$ cat src/design/assert_macros.svh
// Assertion macros shared by the gamepad event detector RTL
`ifndef ASSERT_MACROS_SVH
`define ASSERT_MACROS_SVH
`ifndef ASSERT_OFF
// Check a property on every rising clock edge outside reset
`define ASSERT_AT(lbl, clk, rst, prop) \
   lbl: assert property (@(posedge clk) disable iff (rst) (prop)) \
      else $error("assertion failed");
// Check that a condition never holds outside reset
`define ASSERT_NEVER(lbl, clk, rst, cond) \
   lbl: assert property (@(posedge clk) disable iff (rst) !(cond)) \
      else $error("forbidden condition seen");
`else
`define ASSERT_AT(lbl, clk, rst, prop)
`define ASSERT_NEVER(lbl, clk, rst, cond)
`endif
`endif

$ cat src/design/gced_pkg.sv
// Shared types, constants and helper functions of the gamepad event detector
package gced_pkg;

   // Register reset values
   localparam logic [15:0] DEAD_ZONE_RESET         = 16'd1639;
   localparam logic [15:0] CHANGE_THRESHOLD_RESET  = 16'd327;
   localparam logic [7:0]  TRIGGER_THRESHOLD_RESET = 8'd127;

   // Default depth of the queue between front and back
   localparam int QUEUE_DEPTH = 2;

   // Register indexes of the configuration port
   typedef enum logic [1:0] {
      CSR_DEAD_ZONE         = 2'd0,
      CSR_CHANGE_THRESHOLD  = 2'd1,
      CSR_TRIGGER_THRESHOLD = 2'd2
   } csr_idx_type;

   // Event kinds on the result channel
   typedef enum logic [1:0] {
      KIND_CONNECT    = 2'd0,
      KIND_DISCONNECT = 2'd1,
      KIND_AXIS       = 2'd2,
      KIND_BUTTON     = 2'd3
   } kind_type;

   // Positions in the per-poll event mask, in output order
   localparam int NUM_EVENTS    = 22;
   localparam int EV_CONNECT    = 0;
   localparam int EV_DISCONNECT = 1;
   localparam int EV_AXIS0      = 2;
   localparam int EV_BUTTON0    = 6;
   localparam int EV_POS_W      = $clog2(NUM_EVENTS);

   // One classified poll as it travels from front to back
   typedef struct packed {
      logic [NUM_EVENTS-1:0] ev_mask;
      logic [3:0][15:0]      axis_val;
      logic [15:0]           pressed;
   } record_type;

   // Raw bit feeding each logical button 0..13
   localparam logic [3:0] BUTTON_MAP [14] = '{
      4'd12, 4'd13, 4'd14, 4'd15, 4'd8, 4'd9, 4'd5,
      4'd4,  4'd6,  4'd7,  4'd0,  4'd1, 4'd2, 4'd3
   };

   // Reorder the raw button word into logical buttons 0..13
   function automatic logic [13:0] map_buttons(input logic [15:0] raw);
      logic [13:0] res;
      for (int i = 0; i < 14; i++) begin
         res[i] = raw[BUTTON_MAP[i]];
      end
      return res;
   endfunction

   // Zero an axis count whose magnitude is strictly below the dead zone
   function automatic logic [15:0] apply_dead_zone(input logic [15:0] v,
                                                   input logic [15:0] dz);
      logic [16:0] mag;
      mag = v[15] ? (17'd0 - {v[15], v}) : {1'b0, v};
      return (mag < {1'b0, dz}) ? 16'd0 : v;
   endfunction

   // Absolute difference of two signed 16-bit counts compared to a threshold
   function automatic logic moved_beyond(input logic [15:0] a, input logic [15:0] b,
                                         input logic [15:0] thr);
      logic [16:0] diff;
      logic [16:0] mag;
      diff = {a[15], a} - {b[15], b};
      mag  = diff[16] ? (17'd0 - diff) : diff;
      return mag > {1'b0, thr};
   endfunction

endpackage

$ cat src/design/gced_req_if.sv
// Poll request channel of the gamepad event detector
interface gced_req_if;
   logic        valid;
   logic        ready;
   logic        poll_ok;
   logic [15:0] left_x;
   logic [15:0] left_y;
   logic [15:0] right_x;
   logic [15:0] right_y;
   logic [15:0] button_bits;
   logic [7:0]  left_pull;
   logic [7:0]  right_pull;

   modport source (output valid, poll_ok, left_x, left_y, right_x, right_y,
                   button_bits, left_pull, right_pull, input ready);
   modport sink   (input valid, poll_ok, left_x, left_y, right_x, right_y,
                   button_bits, left_pull, right_pull, output ready);
endinterface

$ cat src/design/gced_rsp_if.sv
// Event result channel of the gamepad event detector
interface gced_rsp_if;
   logic        valid;
   logic        ready;
   logic [1:0]  event_kind;
   logic [3:0]  event_index;
   logic [15:0] axis_value;
   logic        pressed;
   logic        last_of_poll;

   modport source (output valid, event_kind, event_index, axis_value, pressed,
                   last_of_poll, input ready);
   modport sink   (input valid, event_kind, event_index, axis_value, pressed,
                   last_of_poll, output ready);
endinterface

$ cat src/design/gced_csr_if.sv
// Configuration write channel of the gamepad event detector
interface gced_csr_if;
   logic        valid;
   logic        ready;
   logic [1:0]  idx;
   logic [15:0] wdata;

   modport source (output valid, idx, wdata, input ready);
   modport sink   (input valid, idx, wdata, output ready);
endinterface

$ cat src/design/gamepad_change_event_detector_unit.sv
// Top level of the gamepad change-event detector
//
// Channels: req_if takes one controller poll per handshake, rsp_if returns
// the change events of that poll one per handshake, in order: connect or
// disconnect, axis events 0..3, button events 0..15 (14, 15 are triggers).
// last_of_poll marks the final event of a poll; a poll with no change
// returns nothing. csr_if writes dead_zone (0), change_threshold (1) and
// trigger_threshold (2); it is always ready and other indexes are dropped.
// Path: with the queue empty and the result register free, the first event
// of a poll is written to the queue and then loaded into the result register.
// Throughput: one event per cycle while rsp_if.ready is high, up to 21
// events per poll; polls without events are not queued. The event queue
// between the classifier and the serializer sets how far the request side
// can run ahead.
// Reset: registers return to their defaults, the pad reads as not
// connected, the stored sample is zero and the queue is empty.
// Stall: while rsp_if.ready is low the current event holds; the request
// side keeps taking polls until the queue fills.
module gamepad_change_event_detector_unit #(
   parameter int QueueDepth = gced_pkg::QUEUE_DEPTH
) (
   input logic       clock,
   input logic       reset,
   gced_req_if.sink   req_if,
   gced_csr_if.sink   csr_if,
   gced_rsp_if.source rsp_if
);
   import gced_pkg::*;

   logic       q_push, q_pop, q_full, q_empty;
   record_type q_rec, q_head;

   // Classify polls and keep the sample state
   gced_front u_front (
      .clock  (clock),
      .reset  (reset),
      .req_if (req_if),
      .csr_if (csr_if),
      .q_full (q_full),
      .q_push (q_push),
      .q_rec  (q_rec)
   );

   // Buffer classified polls
   gced_queue #(
      .Depth (QueueDepth)
   ) u_queue (
      .clock    (clock),
      .reset    (reset),
      .push     (q_push),
      .push_rec (q_rec),
      .pop      (q_pop),
      .head     (q_head),
      .full     (q_full),
      .empty    (q_empty)
   );

   // Serialize events onto the result channel
   gced_back u_back (
      .clock  (clock),
      .reset  (reset),
      .head   (q_head),
      .empty  (q_empty),
      .pop    (q_pop),
      .rsp_if (rsp_if)
   );

endmodule

$ cat src/design/gced_front.sv
// Front end: configuration registers, poll classification and sample state
`include "assert_macros.svh"
module gced_front (
   input  logic                clock,
   input  logic                reset,
   gced_req_if.sink            req_if,
   gced_csr_if.sink            csr_if,
   input  logic                q_full,
   output logic                q_push,
   output gced_pkg::record_type q_rec
);
   import gced_pkg::*;

   logic [15:0] dead_zone_ff, dead_zone_in;
   logic [15:0] change_thr_ff, change_thr_in;
   logic [7:0]  trigger_thr_ff, trigger_thr_in;

   logic            connected_ff, connected_in;
   logic [3:0][15:0] prev_axes_ff, prev_axes_in;
   logic [15:0]     prev_buttons_ff, prev_buttons_in;
   logic [1:0][7:0] prev_trig_ff, prev_trig_in;

   logic            accept;
   logic [3:0][15:0] cur_raw;
   logic [3:0][15:0] cur_dz;
   logic [3:0]      axis_hit;
   logic [13:0]     btn_now, btn_was;
   logic [1:0]      trig_now, trig_was;
   record_type      rec;

   assign req_if.ready = !q_full;
   assign csr_if.ready = 1'b1;
   assign accept       = req_if.valid && req_if.ready;

   // Decode register writes; unknown indexes are dropped
   always_comb begin
      dead_zone_in   = dead_zone_ff;
      change_thr_in  = change_thr_ff;
      trigger_thr_in = trigger_thr_ff;
      if (csr_if.valid) begin
         unique case (csr_idx_type'(csr_if.idx))
            CSR_DEAD_ZONE:         dead_zone_in   = csr_if.wdata;
            CSR_CHANGE_THRESHOLD:  change_thr_in  = csr_if.wdata;
            CSR_TRIGGER_THRESHOLD: trigger_thr_in = csr_if.wdata[7:0];
            default:               ;
         endcase
      end
   end

   // Classify the poll against the stored sample
   always_comb begin
      cur_raw[0] = req_if.left_x;
      cur_raw[1] = req_if.left_y;
      cur_raw[2] = req_if.right_x;
      cur_raw[3] = req_if.right_y;
      for (int i = 0; i < 4; i++) begin
         cur_dz[i]   = apply_dead_zone(cur_raw[i], dead_zone_ff);
         axis_hit[i] = moved_beyond(cur_dz[i],
                                    apply_dead_zone(prev_axes_ff[i], dead_zone_ff),
                                    change_thr_ff);
      end
      btn_now     = map_buttons(req_if.button_bits);
      btn_was     = map_buttons(prev_buttons_ff);
      trig_now[0] = req_if.left_pull > trigger_thr_ff;
      trig_now[1] = req_if.right_pull > trigger_thr_ff;
      trig_was[0] = prev_trig_ff[0] > trigger_thr_ff;
      trig_was[1] = prev_trig_ff[1] > trigger_thr_ff;

      rec.ev_mask  = '0;
      rec.axis_val = cur_dz;
      rec.pressed  = {trig_now, btn_now};
      if (!req_if.poll_ok) begin
         rec.ev_mask[EV_DISCONNECT] = connected_ff;
      end else begin
         rec.ev_mask[EV_CONNECT] = !connected_ff;
         rec.ev_mask[EV_BUTTON0-1:EV_AXIS0] = axis_hit;
         rec.ev_mask[NUM_EVENTS-1:EV_BUTTON0] = {trig_now ^ trig_was, btn_now ^ btn_was};
      end
   end

   assign q_rec  = rec;
   assign q_push = accept && (rec.ev_mask != '0);

   // Advance the stored sample on an accepted poll; a failed poll keeps it
   always_comb begin
      connected_in    = connected_ff;
      prev_axes_in    = prev_axes_ff;
      prev_buttons_in = prev_buttons_ff;
      prev_trig_in    = prev_trig_ff;
      if (accept) begin
         connected_in = req_if.poll_ok;
         if (req_if.poll_ok) begin
            prev_axes_in    = cur_raw;
            prev_buttons_in = req_if.button_bits;
            prev_trig_in    = {req_if.right_pull, req_if.left_pull};
         end
      end
   end

   always_ff @(posedge clock) begin
      if (reset) begin
         dead_zone_ff    <= DEAD_ZONE_RESET;
         change_thr_ff   <= CHANGE_THRESHOLD_RESET;
         trigger_thr_ff  <= TRIGGER_THRESHOLD_RESET;
         connected_ff    <= 1'b0;
         prev_axes_ff    <= '0;
         prev_buttons_ff <= '0;
         prev_trig_ff    <= '0;
      end else begin
         dead_zone_ff    <= dead_zone_in;
         change_thr_ff   <= change_thr_in;
         trigger_thr_ff  <= trigger_thr_in;
         connected_ff    <= connected_in;
         prev_axes_ff    <= prev_axes_in;
         prev_buttons_ff <= prev_buttons_in;
         prev_trig_ff    <= prev_trig_in;
      end
   end

   `ASSERT_NEVER(a_conn_and_disc, clock, reset, q_push && rec.ev_mask[EV_CONNECT] && rec.ev_mask[EV_DISCONNECT])

endmodule

$ cat src/design/gced_queue.sv
// Short queue of classified polls between front and back
`include "assert_macros.svh"
module gced_queue #(
   parameter int Depth = gced_pkg::QUEUE_DEPTH
) (
   input  logic                 clock,
   input  logic                 reset,
   input  logic                 push,
   input  gced_pkg::record_type push_rec,
   input  logic                 pop,
   output gced_pkg::record_type head,
   output logic                 full,
   output logic                 empty
);
   import gced_pkg::*;

   localparam int PtrW = (Depth > 1) ? $clog2(Depth) : 1;
   localparam int CntW = $clog2(Depth + 1);

   record_type        mem_ff [Depth];
   logic [PtrW-1:0]   wr_ptr_ff, wr_ptr_in;
   logic [PtrW-1:0]   rd_ptr_ff, rd_ptr_in;
   logic [CntW-1:0]   count_ff, count_in;

   assign full  = (count_ff == CntW'(Depth));
   assign empty = (count_ff == '0);
   assign head  = mem_ff[rd_ptr_ff];

   // Advance pointers with wrap and track the fill level
   always_comb begin
      wr_ptr_in = wr_ptr_ff;
      rd_ptr_in = rd_ptr_ff;
      count_in  = count_ff;
      if (push) begin
         wr_ptr_in = (wr_ptr_ff == PtrW'(Depth - 1)) ? '0 : wr_ptr_ff + 1'b1;
      end
      if (pop) begin
         rd_ptr_in = (rd_ptr_ff == PtrW'(Depth - 1)) ? '0 : rd_ptr_ff + 1'b1;
      end
      if (push && !pop) begin
         count_in = count_ff + 1'b1;
      end else if (pop && !push) begin
         count_in = count_ff - 1'b1;
      end
   end

   always_ff @(posedge clock) begin
      if (reset) begin
         wr_ptr_ff <= '0;
         rd_ptr_ff <= '0;
         count_ff  <= '0;
      end else begin
         wr_ptr_ff <= wr_ptr_in;
         rd_ptr_ff <= rd_ptr_in;
         count_ff  <= count_in;
      end
   end

   // Store the pushed record
   always_ff @(posedge clock) begin
      if (push) begin
         mem_ff[wr_ptr_ff] <= push_rec;
      end
   end

   `ASSERT_NEVER(a_push_full, clock, reset, push && full)
   `ASSERT_NEVER(a_pop_empty, clock, reset, pop && empty)

endmodule

$ cat src/design/gced_back.sv
// Back end: serialize the events of the head record onto the result channel
`include "assert_macros.svh"
module gced_back (
   input  logic                 clock,
   input  logic                 reset,
   input  gced_pkg::record_type head,
   input  logic                 empty,
   output logic                 pop,
   gced_rsp_if.source           rsp_if
);
   import gced_pkg::*;

   logic [NUM_EVENTS-1:0] sent_ff, sent_in;
   logic [NUM_EVENTS-1:0] remaining, bit_sel, rest;
   logic [EV_POS_W-1:0]   pos;
   logic [EV_POS_W-1:0]   axis_off, btn_off;
   logic                  load;

   logic        valid_ff, valid_in;
   kind_type    kind_ff, kind_in;
   logic [3:0]  index_ff, index_in;
   logic [15:0] axis_ff, axis_in;
   logic        pressed_ff, pressed_in;
   logic        last_ff, last_in;

   // Pick the lowest pending event of the head record
   always_comb begin
      remaining = head.ev_mask & ~sent_ff;
      bit_sel   = remaining & (~remaining + 1'b1);
      rest      = remaining & ~bit_sel;
      pos       = '0;
      for (int i = NUM_EVENTS - 1; i >= 0; i--) begin
         if (remaining[i]) begin
            pos = EV_POS_W'(i);
         end
      end
      axis_off = pos - EV_POS_W'(EV_AXIS0);
      btn_off  = pos - EV_POS_W'(EV_BUTTON0);
   end

   // Load the output register when it is free or being drained
   assign load = !empty && (!valid_ff || rsp_if.ready);
   assign pop  = load && (rest == '0);

   always_comb begin
      sent_in = sent_ff;
      if (pop) begin
         sent_in = '0;
      end else if (load) begin
         sent_in = sent_ff | bit_sel;
      end
   end

   // Build the next event
   always_comb begin
      valid_in   = valid_ff;
      kind_in    = kind_ff;
      index_in   = index_ff;
      axis_in    = axis_ff;
      pressed_in = pressed_ff;
      last_in    = last_ff;
      if (load) begin
         valid_in   = 1'b1;
         last_in    = (rest == '0);
         index_in   = '0;
         axis_in    = '0;
         pressed_in = 1'b0;
         if (pos == EV_POS_W'(EV_CONNECT)) begin
            kind_in = KIND_CONNECT;
         end else if (pos == EV_POS_W'(EV_DISCONNECT)) begin
            kind_in = KIND_DISCONNECT;
         end else if (pos < EV_POS_W'(EV_BUTTON0)) begin
            kind_in  = KIND_AXIS;
            index_in = 4'(axis_off);
            axis_in  = head.axis_val[axis_off[1:0]];
         end else begin
            kind_in    = KIND_BUTTON;
            index_in   = 4'(btn_off);
            pressed_in = head.pressed[btn_off[3:0]];
         end
      end else if (rsp_if.ready) begin
         valid_in = 1'b0;
      end
   end

   always_ff @(posedge clock) begin
      if (reset) begin
         sent_ff  <= '0;
         valid_ff <= 1'b0;
      end else begin
         sent_ff  <= sent_in;
         valid_ff <= valid_in;
      end
   end

   always_ff @(posedge clock) begin
      kind_ff    <= kind_in;
      index_ff   <= index_in;
      axis_ff    <= axis_in;
      pressed_ff <= pressed_in;
      last_ff    <= last_in;
   end

   assign rsp_if.valid        = valid_ff;
   assign rsp_if.event_kind   = kind_ff;
   assign rsp_if.event_index  = index_ff;
   assign rsp_if.axis_value   = axis_ff;
   assign rsp_if.pressed      = pressed_ff;
   assign rsp_if.last_of_poll = last_ff;

   `ASSERT_AT(a_head_pending, clock, reset, !empty |-> remaining != '0)
   `ASSERT_AT(a_pick_onehot, clock, reset, $onehot0(bit_sel))

endmodule

$ cat src/flat_wrapper.sv
// flat-port wrapper written by rule: the top's interface ports become plain ports
module gamepad_change_event_detector_unit_flat import gced_pkg::*;
#(
   parameter int QueueDepth = gced_pkg::QUEUE_DEPTH
)
  (clock, reset, req_if_valid, req_if_poll_ok, req_if_left_x, req_if_left_y, req_if_right_x, req_if_right_y, req_if_button_bits, req_if_left_pull, req_if_right_pull, req_if_ready, csr_if_valid, csr_if_idx, csr_if_wdata, csr_if_ready, rsp_if_valid, rsp_if_event_kind, rsp_if_event_index, rsp_if_axis_value, rsp_if_pressed, rsp_if_last_of_poll, rsp_if_ready);
  gced_req_if req_if_i ();
  gced_csr_if csr_if_i ();
  gced_rsp_if rsp_if_i ();
  input logic clock;
  input logic reset;
  input wire logic [$bits(req_if_i.valid)-1:0] req_if_valid;
  input wire logic [$bits(req_if_i.poll_ok)-1:0] req_if_poll_ok;
  input wire logic [$bits(req_if_i.left_x)-1:0] req_if_left_x;
  input wire logic [$bits(req_if_i.left_y)-1:0] req_if_left_y;
  input wire logic [$bits(req_if_i.right_x)-1:0] req_if_right_x;
  input wire logic [$bits(req_if_i.right_y)-1:0] req_if_right_y;
  input wire logic [$bits(req_if_i.button_bits)-1:0] req_if_button_bits;
  input wire logic [$bits(req_if_i.left_pull)-1:0] req_if_left_pull;
  input wire logic [$bits(req_if_i.right_pull)-1:0] req_if_right_pull;
  output wire logic [$bits(req_if_i.ready)-1:0] req_if_ready;
  input wire logic [$bits(csr_if_i.valid)-1:0] csr_if_valid;
  input wire logic [$bits(csr_if_i.idx)-1:0] csr_if_idx;
  input wire logic [$bits(csr_if_i.wdata)-1:0] csr_if_wdata;
  output wire logic [$bits(csr_if_i.ready)-1:0] csr_if_ready;
  output wire logic [$bits(rsp_if_i.valid)-1:0] rsp_if_valid;
  output wire logic [$bits(rsp_if_i.event_kind)-1:0] rsp_if_event_kind;
  output wire logic [$bits(rsp_if_i.event_index)-1:0] rsp_if_event_index;
  output wire logic [$bits(rsp_if_i.axis_value)-1:0] rsp_if_axis_value;
  output wire logic [$bits(rsp_if_i.pressed)-1:0] rsp_if_pressed;
  output wire logic [$bits(rsp_if_i.last_of_poll)-1:0] rsp_if_last_of_poll;
  input wire logic [$bits(rsp_if_i.ready)-1:0] rsp_if_ready;
  assign req_if_i.valid = req_if_valid;
  assign req_if_i.poll_ok = req_if_poll_ok;
  assign req_if_i.left_x = req_if_left_x;
  assign req_if_i.left_y = req_if_left_y;
  assign req_if_i.right_x = req_if_right_x;
  assign req_if_i.right_y = req_if_right_y;
  assign req_if_i.button_bits = req_if_button_bits;
  assign req_if_i.left_pull = req_if_left_pull;
  assign req_if_i.right_pull = req_if_right_pull;
  assign req_if_ready = req_if_i.ready;
  assign csr_if_i.valid = csr_if_valid;
  assign csr_if_i.idx = csr_if_idx;
  assign csr_if_i.wdata = csr_if_wdata;
  assign csr_if_ready = csr_if_i.ready;
  assign rsp_if_valid = rsp_if_i.valid;
  assign rsp_if_event_kind = rsp_if_i.event_kind;
  assign rsp_if_event_index = rsp_if_i.event_index;
  assign rsp_if_axis_value = rsp_if_i.axis_value;
  assign rsp_if_pressed = rsp_if_i.pressed;
  assign rsp_if_last_of_poll = rsp_if_i.last_of_poll;
  assign rsp_if_i.ready = rsp_if_ready;
  gamepad_change_event_detector_unit #(.QueueDepth(QueueDepth)) u_core (.clock(clock), .reset(reset), .req_if(req_if_i), .csr_if(csr_if_i), .rsp_if(rsp_if_i));
endmodule
$ cat config.mk
export PLATFORM = sky130hd
export DESIGN_NAME = gamepad_change_event_detector_unit_flat
export DESIGN_NICKNAME = d
export VERILOG_FILES = /design/src/design/gced_pkg.sv /design/src/design/gced_req_if.sv /design/src/design/gced_rsp_if.sv /design/src/design/gced_csr_if.sv /design/src/design/gamepad_change_event_detector_unit.sv /design/src/design/gced_front.sv /design/src/design/gced_queue.sv /design/src/design/gced_back.sv /design/src/flat_wrapper.sv
export VERILOG_INCLUDE_DIRS = /design/src /design/src/design
export SDC_FILE = /design/constraint.sdc
export NUM_CORES = 1
export LEC_CHECK = 0
export BUFFER_PORTS_ARGS = -buffer_cell sky130_fd_sc_hd__buf_2
export CAP_MARGIN = 5
export CORE_ASPECT_RATIO = 1.1
export CORE_MARGIN = 4
export CORE_UTILIZATION = 35
export CTS_BUF_LIST = sky130_fd_sc_hd__clkbuf_8
export DETAILED_ROUTE_END_ITERATION = 12
export GPL_TIMING_DRIVEN = 1
export SYNTH_ARGS = -nofsm -noshare
export SYNTH_HDL_FRONTEND = slang
export SYNTH_HIERARCHICAL = 1
export SYNTH_SLANG_ARGS = --single-unit
$ cat constraint.sdc
create_clock -name clock -period 45.1 [get_ports clock]
set_input_delay 9.02 -clock clock [delete_from_list [all_inputs] [get_ports clock]]
set_output_delay 9.02 -clock clock [all_outputs]
set_load 0.01 [all_outputs]
==> impl_metrics.json, run 1 <==
{
  "outcome": "completed",
  "fin_area_um2": 31400,
  "fin_skew_ns": 0.05151,
  "finalMaxSlewViolations": 0,
  "relSlewSlack_pct": 22.98,
  "antenna_found_initial": 1,
  "setup_slack_ns": 26.40,
  "synth_top_family_by_area": "simple AND/OR/NAND/NOR gates",
  "max_freq_mhz": 53.49,
  "drive_gt1_share_pct": 13.56,
  "r2r_slack_ns": 34.69,
  "syn_avg_cell_area_um2": 9.275,
  "hold_depth": 2,
  "synth.yosys.seq_area_share_pct": 35.90,
  "r2r_cells": 41,
  "crit_path_max_incr_delay_ns": 0.99,
  "p_total_mw": 1.397,
  "grt_pass1_vias": 22075,
  "netlist_top_cells_area": "edfxtp_1, ha_1, dfxtp_1",
  "end_kind": "flop",
  "yosys.area_share.simple_pct": 17.97,
  "swShare_pct": 38.19,
  "path_clk_slew_ns": 0.06,
  "synth_fa_ha_area_share_pct": 13.52,
  "critPathSlowestCell": "buf_4",
  "r2r_start": "u_core/u_front/prev_axes_ff[18]$_SDFFE_PP0P_",
  "clk_path_buf_depth": 3,
  "nets": 3576,
  "htree_num_levels": 3,
  "synth_xor_area_share_pct": 7.061,
  "grt_max_degree": 79,
  "dieArea_um2": 85060,
  "switchingPower_uw": 533.3,
  "hold_buffers": 0,
  "synth_flop_cell": "edfxtp_1",
  "drt_first_pass_iters": 5,
  "synth_cells": 3036,
  "critPathKind": "in -> reg",
  "cts_num_sinks": 391,
  "start_kind": "primary input",
  "via_per_inst": 5.384,
  "synth_compound_area_share_pct": 16.39,
  "place.gp.congestion": 0.8999,
  "ys_ff_latch": 391,
  "tritoncts": "yes",
  "cpMostUsedCell": "nand2_1",
  "areaGrowthSynthToFinish_pct": 11.51,
  "num_rows": 108,
  "root_buffer": "clkbuf_8",
  "min_period_over_period_pct": 41.45,
  "finalSetupTns_ns": 0,
  "combPwrFrac_pct": 41.7,
  "grt-ovfl-total": 0,
  "cts_repair_resize_count": 0,
  "core_um2": 79320,
  "dp_hpwl_um": 62750,
  "hold_violations": 0,
  "pre_cts_ws_ns": 25.81,
  "drv_cap": 0,
  "p_int_uw": 863.2,
  "synthArstFlopShare_pct": 0,
  "whs_endpoint": "u_core/u_back/sent_ff[15]$_SDFFE_PP0P_",
  "wl_per_cell_um": 19.92,
  "hold_path_class": "reg -> reg",
  "fill_cells": 7894,
  "synth_edf_count": 228,
  "drc": 0,
  "worst_pin_slew_ns": 1.148,
  "yosysTopAreaCellShare_pct": 24.31,
  "first_iter_violations": 1653,
  "numCtsBuffers": 73,
  "leakagePower_nw": 12.70,
  "fp.dieH_um": 305.5,
  "rsz0062_at_grt": "false",
  "grt_util_all_layers_pct": 19.29,
  "drt-total-wl_um": 84900,
  "utilization_pct": 39.58,
  "reg2reg_to": "u_core/u_queue/mem_ff[0][44]$_DFFE_PP_",
  "crit_arrival_ns": 18.94,
  "crit_fanout": 73,
  "dpl-instance-area_um2": 29810,
  "finalSetupViolCount": 0,
  "start_util_pct": 35.50,
  "power_density_nw_per_um2": 44.48,
  "ys_types": 108,
  "hp-start": "u_core/u_back/sent_ff[15]$_SDFFE_PP0P_",
  "yosysWarnings": 6,
  "io_buffer_count": 143,
  "via_count": 22942,
  "clkPwrFrac_pct": 26.6,
  "final_common_cell": "nand2_1",
  "ir_worst_vdd_v": 0.00002261,
  "die-width_um": 278.4,
  "ant_nets": 0,
  "cts_setup_buffers": 0,
  "layout_common_cells": "nand2_1, ha_1, edfxtp_1",
  "io_pins": 147,
  "clock_latency_ns": 0.68,
  "seqPwrFrac_pct": 31.7,
  "post-route-min-period_ns": 18.70,
  "grt_pass1_wl_um": 129000,
  "yosysTopAreaCell": "edfxtp_1",
  "muxShareOfSynthArea_pct": 5.479,
  "synth_fp_nets": 3457,
  "worst-endpoint-required_ns": 45.35,
  "syn_area_um2": 28160
}
worst max-delay path, delay by kind of cell:
kind	cells	cell delay (ns)
buf+inv	3	1.20
compound gates	19	4.41
fa+ha+maj	4	1.18
xor+xnor	2	0.33
simple gates	13	2.75
layer usage:
layer,vias up,track usage [%],part of all wire [%]
met5,-,0,0
met3,130,2.763,5.3
met4,0,6.272,3.1
met2,594,33.09,48
li1,11253,-,-
met1,10965,25.08,44
flip-flops by register name (all words and copies together) (netlist names), named ones only:
| name | flops |
|---|---|
| u_core/u_back/rsp_if.axis_value | 16 |
| u_core/u_back/rsp_if.event_index | 4 |
| u_core/u_back/rsp_if.event_kind | 2 |
| u_core/u_back/rsp_if.last_of_poll | 1 |
| u_core/u_back/rsp_if.pressed | 1 |
| u_core/u_back/rsp_if.valid | 1 |
| u_core/u_back/sent_ff | 22 |
| u_core/u_front/change_thr_ff | 16 |
| u_core/u_front/connected_ff | 1 |
| u_core/u_front/dead_zone_ff | 16 |
| u_core/u_front/prev_axes_ff | 64 |
| u_core/u_front/prev_buttons_ff | 14 |
| u_core/u_front/prev_trig_ff | 16 |
| u_core/u_front/trigger_thr_ff | 8 |
| u_core/u_queue/count_ff | 2 |
| u_core/u_queue/mem_ff | 204 |
| u_core/u_queue/rd_ptr_ff | 1 |
| u_core/u_queue/wr_ptr_ff | 1 |
worst max-delay path by stage:
stage | start | endpoint | cells after the start
finish | req_if_left_y[2] | u_core/u_queue/mem_ff[0][44]$_DFFE_PP_ | 41
global route | req_if_left_y[2] | u_core/u_queue/mem_ff[0][44]$_DFFE_PP_ | 41
CTS | req_if_left_y[2] | u_core/u_queue/mem_ff[0][44]$_DFFE_PP_ | 41
detailed placement | req_if_left_y[2] | u_core/u_queue/mem_ff[0][44]$_DFFE_PP_ | 41
global placement | req_if_left_y[2] | u_core/u_queue/mem_ff[0][58]$_DFFE_PP_ | 41
floorplan | req_if_left_y[2] | u_core/u_queue/mem_ff[0][0]$_DFFE_PP_ | 40
power groups by stage:
| stage | combinational [mW] | clock [mW] | sequential, mW |
|---|---|---|---|
| final | 0.583 | 0.371 | 0.443 |
| after detailed placement | 0.575 | 0 | 0.450 |
| after floorplan | 0.423 | 0 | 0.450 |
| after global routing | 0.645 | 0.396 | 0.446 |
| after global placement | 0.569 | 0 | 0.449 |
| after CTS | 0.579 | 0.379 | 0.443 |
per-stage QoR:
step / hold WS (ns) / std cells
final: 0.4552 / 4261
after global routing: 0.4707 / 4261
after CTS: 0.4546 / 4260
after detailed placement: 0.4465 / 4125
after global placement: 0.4375 / 4125
after floorplan: 0.4280 / 3036
layout make-up:
| cell class | instances | area, µm² | area share, % |
|---|---|---|---|
| multi-input combinational | 2416 | 17050 | 54.31 |
| sequential | 391 | 10110 | 32.21 |
| tap | 1045 | 1308 | 4.164 |
| clock buffer | 84 | 1156 | 3.682 |
| timing repair buffer | 178 | 980.9 | 3.124 |
| clock inverter | 51 | 430.4 | 1.371 |
| inverter | 95 | 356.6 | 1.136 |
| antenna | 1 | 2.502 | 0.007970 |
Yosys cell counts (all sizes together) (20+ instances only):
| cell | instances |
|---|---|
| a211o | 27 |
| a211oi | 21 |
| a21o | 92 |
| a21oi | 222 |
| a31oi | 29 |
| and2 | 76 |
| buf | 44 |
| clkbuf | 88 |
| dfxtp | 163 |
| edfxtp | 228 |
| ha | 297 |
| inv | 95 |
| mux2 | 103 |
| mux2i | 36 |
| nand2 | 408 |
| nand2b | 69 |
| nand3 | 78 |
| nand4 | 35 |
| nor2 | 188 |
| nor2b | 40 |
| nor3 | 41 |
| nor4 | 22 |
| o21a | 41 |
| o21ai | 127 |
| o31ai | 36 |
| o41ai | 20 |
| xnor2 | 194 |
| xor2 | 33 |
cell families (layout without fill, tap and decap cells):
family | Yosys count | after routing
compound gates | 703 | 703
simple gates | 1043 | 1043
xor+xnor | 227 | 227
other cells | 1 | 2
flops | 391 | 391
buf+inv | 229 | 408
fa+ha+maj | 302 | 302
mux | 140 | 140
Power figures use the tool's default switching activity.
==> inputs of run 2 (changes only) <==
==> constraint.sdc (replaced) <==
create_clock -name clock -period 18 [get_ports clock]
set_input_delay 3.6 -clock clock [delete_from_list [all_inputs] [get_ports clock]]
set_output_delay 3.6 -clock clock [all_outputs]
set_load 0.01 [all_outputs]
==> run 2 against run 1 <==
  * Die area did not move
  * Worst setup slack got worse by 21 ns
  * Sequential share of layout area rose by 0.27 points
  * Hold slack got worse by 0.0028 ns
  * First-iteration DRC count rose by 0.12%
  * Largest power group unchanged
  * Sequential power rose to 2.5 times the previous value
  * Critical endpoint is now u_core/u_queue/mem_ff[0][32]$_DFFE_PP_
  * Highest routed layer unchanged
  * Clock skew fell by 0.016 ns
  * Critical path type unchanged
  * Sequential cell count did not move
  * Critical path depth fell by 1
==> impl_metrics.json, run 2 (synthesized netlist as in run 1, its figures left out) <==
{
  "outcome": "completed",
  "relSlewSlack_pct": 26.09,
  "drt-total-wl_um": 85160,
  "r2r_cells": 42,
  "top_register": "u_core/u_queue/mem_ff",
  "clock_latency_ns": 0.67,
  "nets": 3574,
  "via_per_inst": 5.367,
  "min_period_over_period_pct": 72.06,
  "io_pins": 147,
  "root_buffer": "clkbuf_8",
  "largest_reg_flops": 204,
  "drc": 0,
  "drv_cap": 0,
  "crit_fanout": 64,
  "drive_gt1_share_pct": 13.07,
  "whs_endpoint": "u_core/u_front/dead_zone_ff[7]$_SDFFE_PP0P_",
  "fin_skew_ns": 0.03518,
  "post-route-min-period_ns": 12.97,
  "r2r_start": "u_core/u_front/prev_axes_ff[18]$_SDFFE_PP0P_",
  "cts_setup_buffers": 0,
  "leakagePower_nw": 12.61,
  "die-width_um": 278.4,
  "hold_buffers": 0,
  "areaGrowthSynthToFinish_pct": 10.58,
  "cts_repair_resize_count": 0,
  "via_count": 22833,
  "worst_pin_slew_ns": 1.101,
  "first_iter_violations": 1655,
  "layout_common_cells": "nand2_1, ha_1, edfxtp_1",
  "reg2reg_to": "u_core/u_queue/mem_ff[0][32]$_DFFE_PP_",
  "grt_pass1_vias": 21743,
  "grt-ovfl-total": 0,
  "met3_length_um": 4434,
  "hold_depth": 2,
  "tritoncts": "yes",
  "routed-wl-met2_um": 39920,
  "path_clk_slew_ns": 0.06,
  "top_layer_used": "met4",
  "critPathSlowestCell": "buf_4",
  "max_freq_mhz": 77.09,
  "grt_pass1_wl_um": 128900,
  "io_buffer_count": 143,
  "start_util_pct": 35.50,
  "place.gp.congestion": 0.9143,
  "critPathKind": "in -> reg",
  "grt_util_all_layers_pct": 19.35,
  "fp.dieH_um": 305.5,
  "drt_first_pass_iters": 6,
  "numCtsBuffers": 70,
  "clk_path_buf_depth": 3,
  "dieArea_um2": 85060,
  "hold_violations": 0,
  "antenna_found_initial": 3,
  "wl_met1_um": 37800,
  "wl_per_cell_um": 20.02,
  "holdWs_ns": 0.4524,
  "crit_arrival_ns": 13.25,
  "htree_num_levels": 3,
  "power_density_nw_per_um2": 108.1,
  "finalSetupViolCount": 0,
  "r2r_slack_ns": 7.93,
  "start_kind": "primary input",
  "ant_nets": 0,
  "hp-start": "u_core/u_front/dead_zone_ff[7]$_SDFFE_PP0P_",
  "cts_num_sinks": 391,
  "crit_path_max_incr_delay_ns": 0.71,
  "num_rows": 108,
  "worst-endpoint-required_ns": 18.28,
  "grt_max_degree": 73,
  "ir_worst_vdd_v": 0.00005932,
  "finalMaxSlewViolations": 0,
  "top_regs": "u_core/u_queue/mem_ff (204), u_core/u_front/prev_axes_ff (64), u_core/u_back/sent_ff (22)",
  "fill_cells": 7928,
  "rsz0062_at_grt": "false",
  "cp-startpoint": "req_if_left_y[2]",
  "hold_path_class": "reg -> reg",
  "finalSetupTns_ns": 0,
  "final_common_cell": "nand2_1",
  "dp_hpwl_um": 62570,
  "end_kind": "flop",
  "core_um2": 79320
}
-- run 2: report_power, final --
| group | internal (mW) | leakage (nW) | switching [mW] | total, mW |
|---|---|---|---|---|
| Combinational | 0.583 | 8.31 | 0.883 | 1.47 |
| Clock | 0.404 | 0.791 | 0.388 | 0.792 |
| Sequential | 1.07 | 3.51 | 0.0400 | 1.11 |
| Total | 2.06 | 12.6 | 1.31 | 3.37 |
-- run 2: stage by stage --
step	setup slack, ns	instances	util, %	power, mW	area, µm²
floorplan	2.752	3036	-	2.185	28160
global placement	4.569	4126	37.59	2.554	29820
detailed placement	4.462	4126	37.59	2.570	29820
CTS	5.153	4252	39.25	3.378	31130
global route	4.291	4254	39.25	3.598	31140
finish	5.029	4254	39.25	3.367	31140
-- run 2: cell type report --
class,count,area (µm²),share of cell area (%)
Multi-Input combinational cell,2416,17050,54.76
Clock inverter,51,282.8,0.9081
Clock buffer,75,1032,3.315
Sequential cell,391,10110,32.48
Timing Repair Buffer,179,988.4,3.174
Antenna cell,2,5.005,0.01607
Tap cell,1045,1308,4.199
Inverter,95,356.6,1.145
-- run 2: worst max-delay path by stage --
stage	to	slack, ns	cells after the start
global route	u_core/u_queue/mem_ff[0][39]$_DFFE_PP_	4.29	38
global placement	u_core/u_queue/mem_ff[0][32]$_DFFE_PP_	4.57	40
CTS	u_core/u_queue/mem_ff[0][39]$_DFFE_PP_	5.15	40
finish	u_core/u_queue/mem_ff[0][32]$_DFFE_PP_	5.03	40
detailed placement	u_core/u_queue/mem_ff[0][32]$_DFFE_PP_	4.46	40
floorplan	u_core/u_queue/mem_ff[0][0]$_DFFE_PP_	2.75	40
-- run 2: routing by layer --
layer | up-vias | track usage [%]
met4 | 0 | 7.416
li1 | 11229 | -
met3 | 136 | 2.984
met2 | 596 | 32.16
met1 | 10872 | 25.42
met5 | - | 0
-- run 2: critical path: cells and delay by family --
family,cells,cell delay [ns]
buf+inv,3,1.54
fa+ha+maj,3,1.08
compound gates,19,4.48
simple gates,13,2.15
xor+xnor,2,0.34
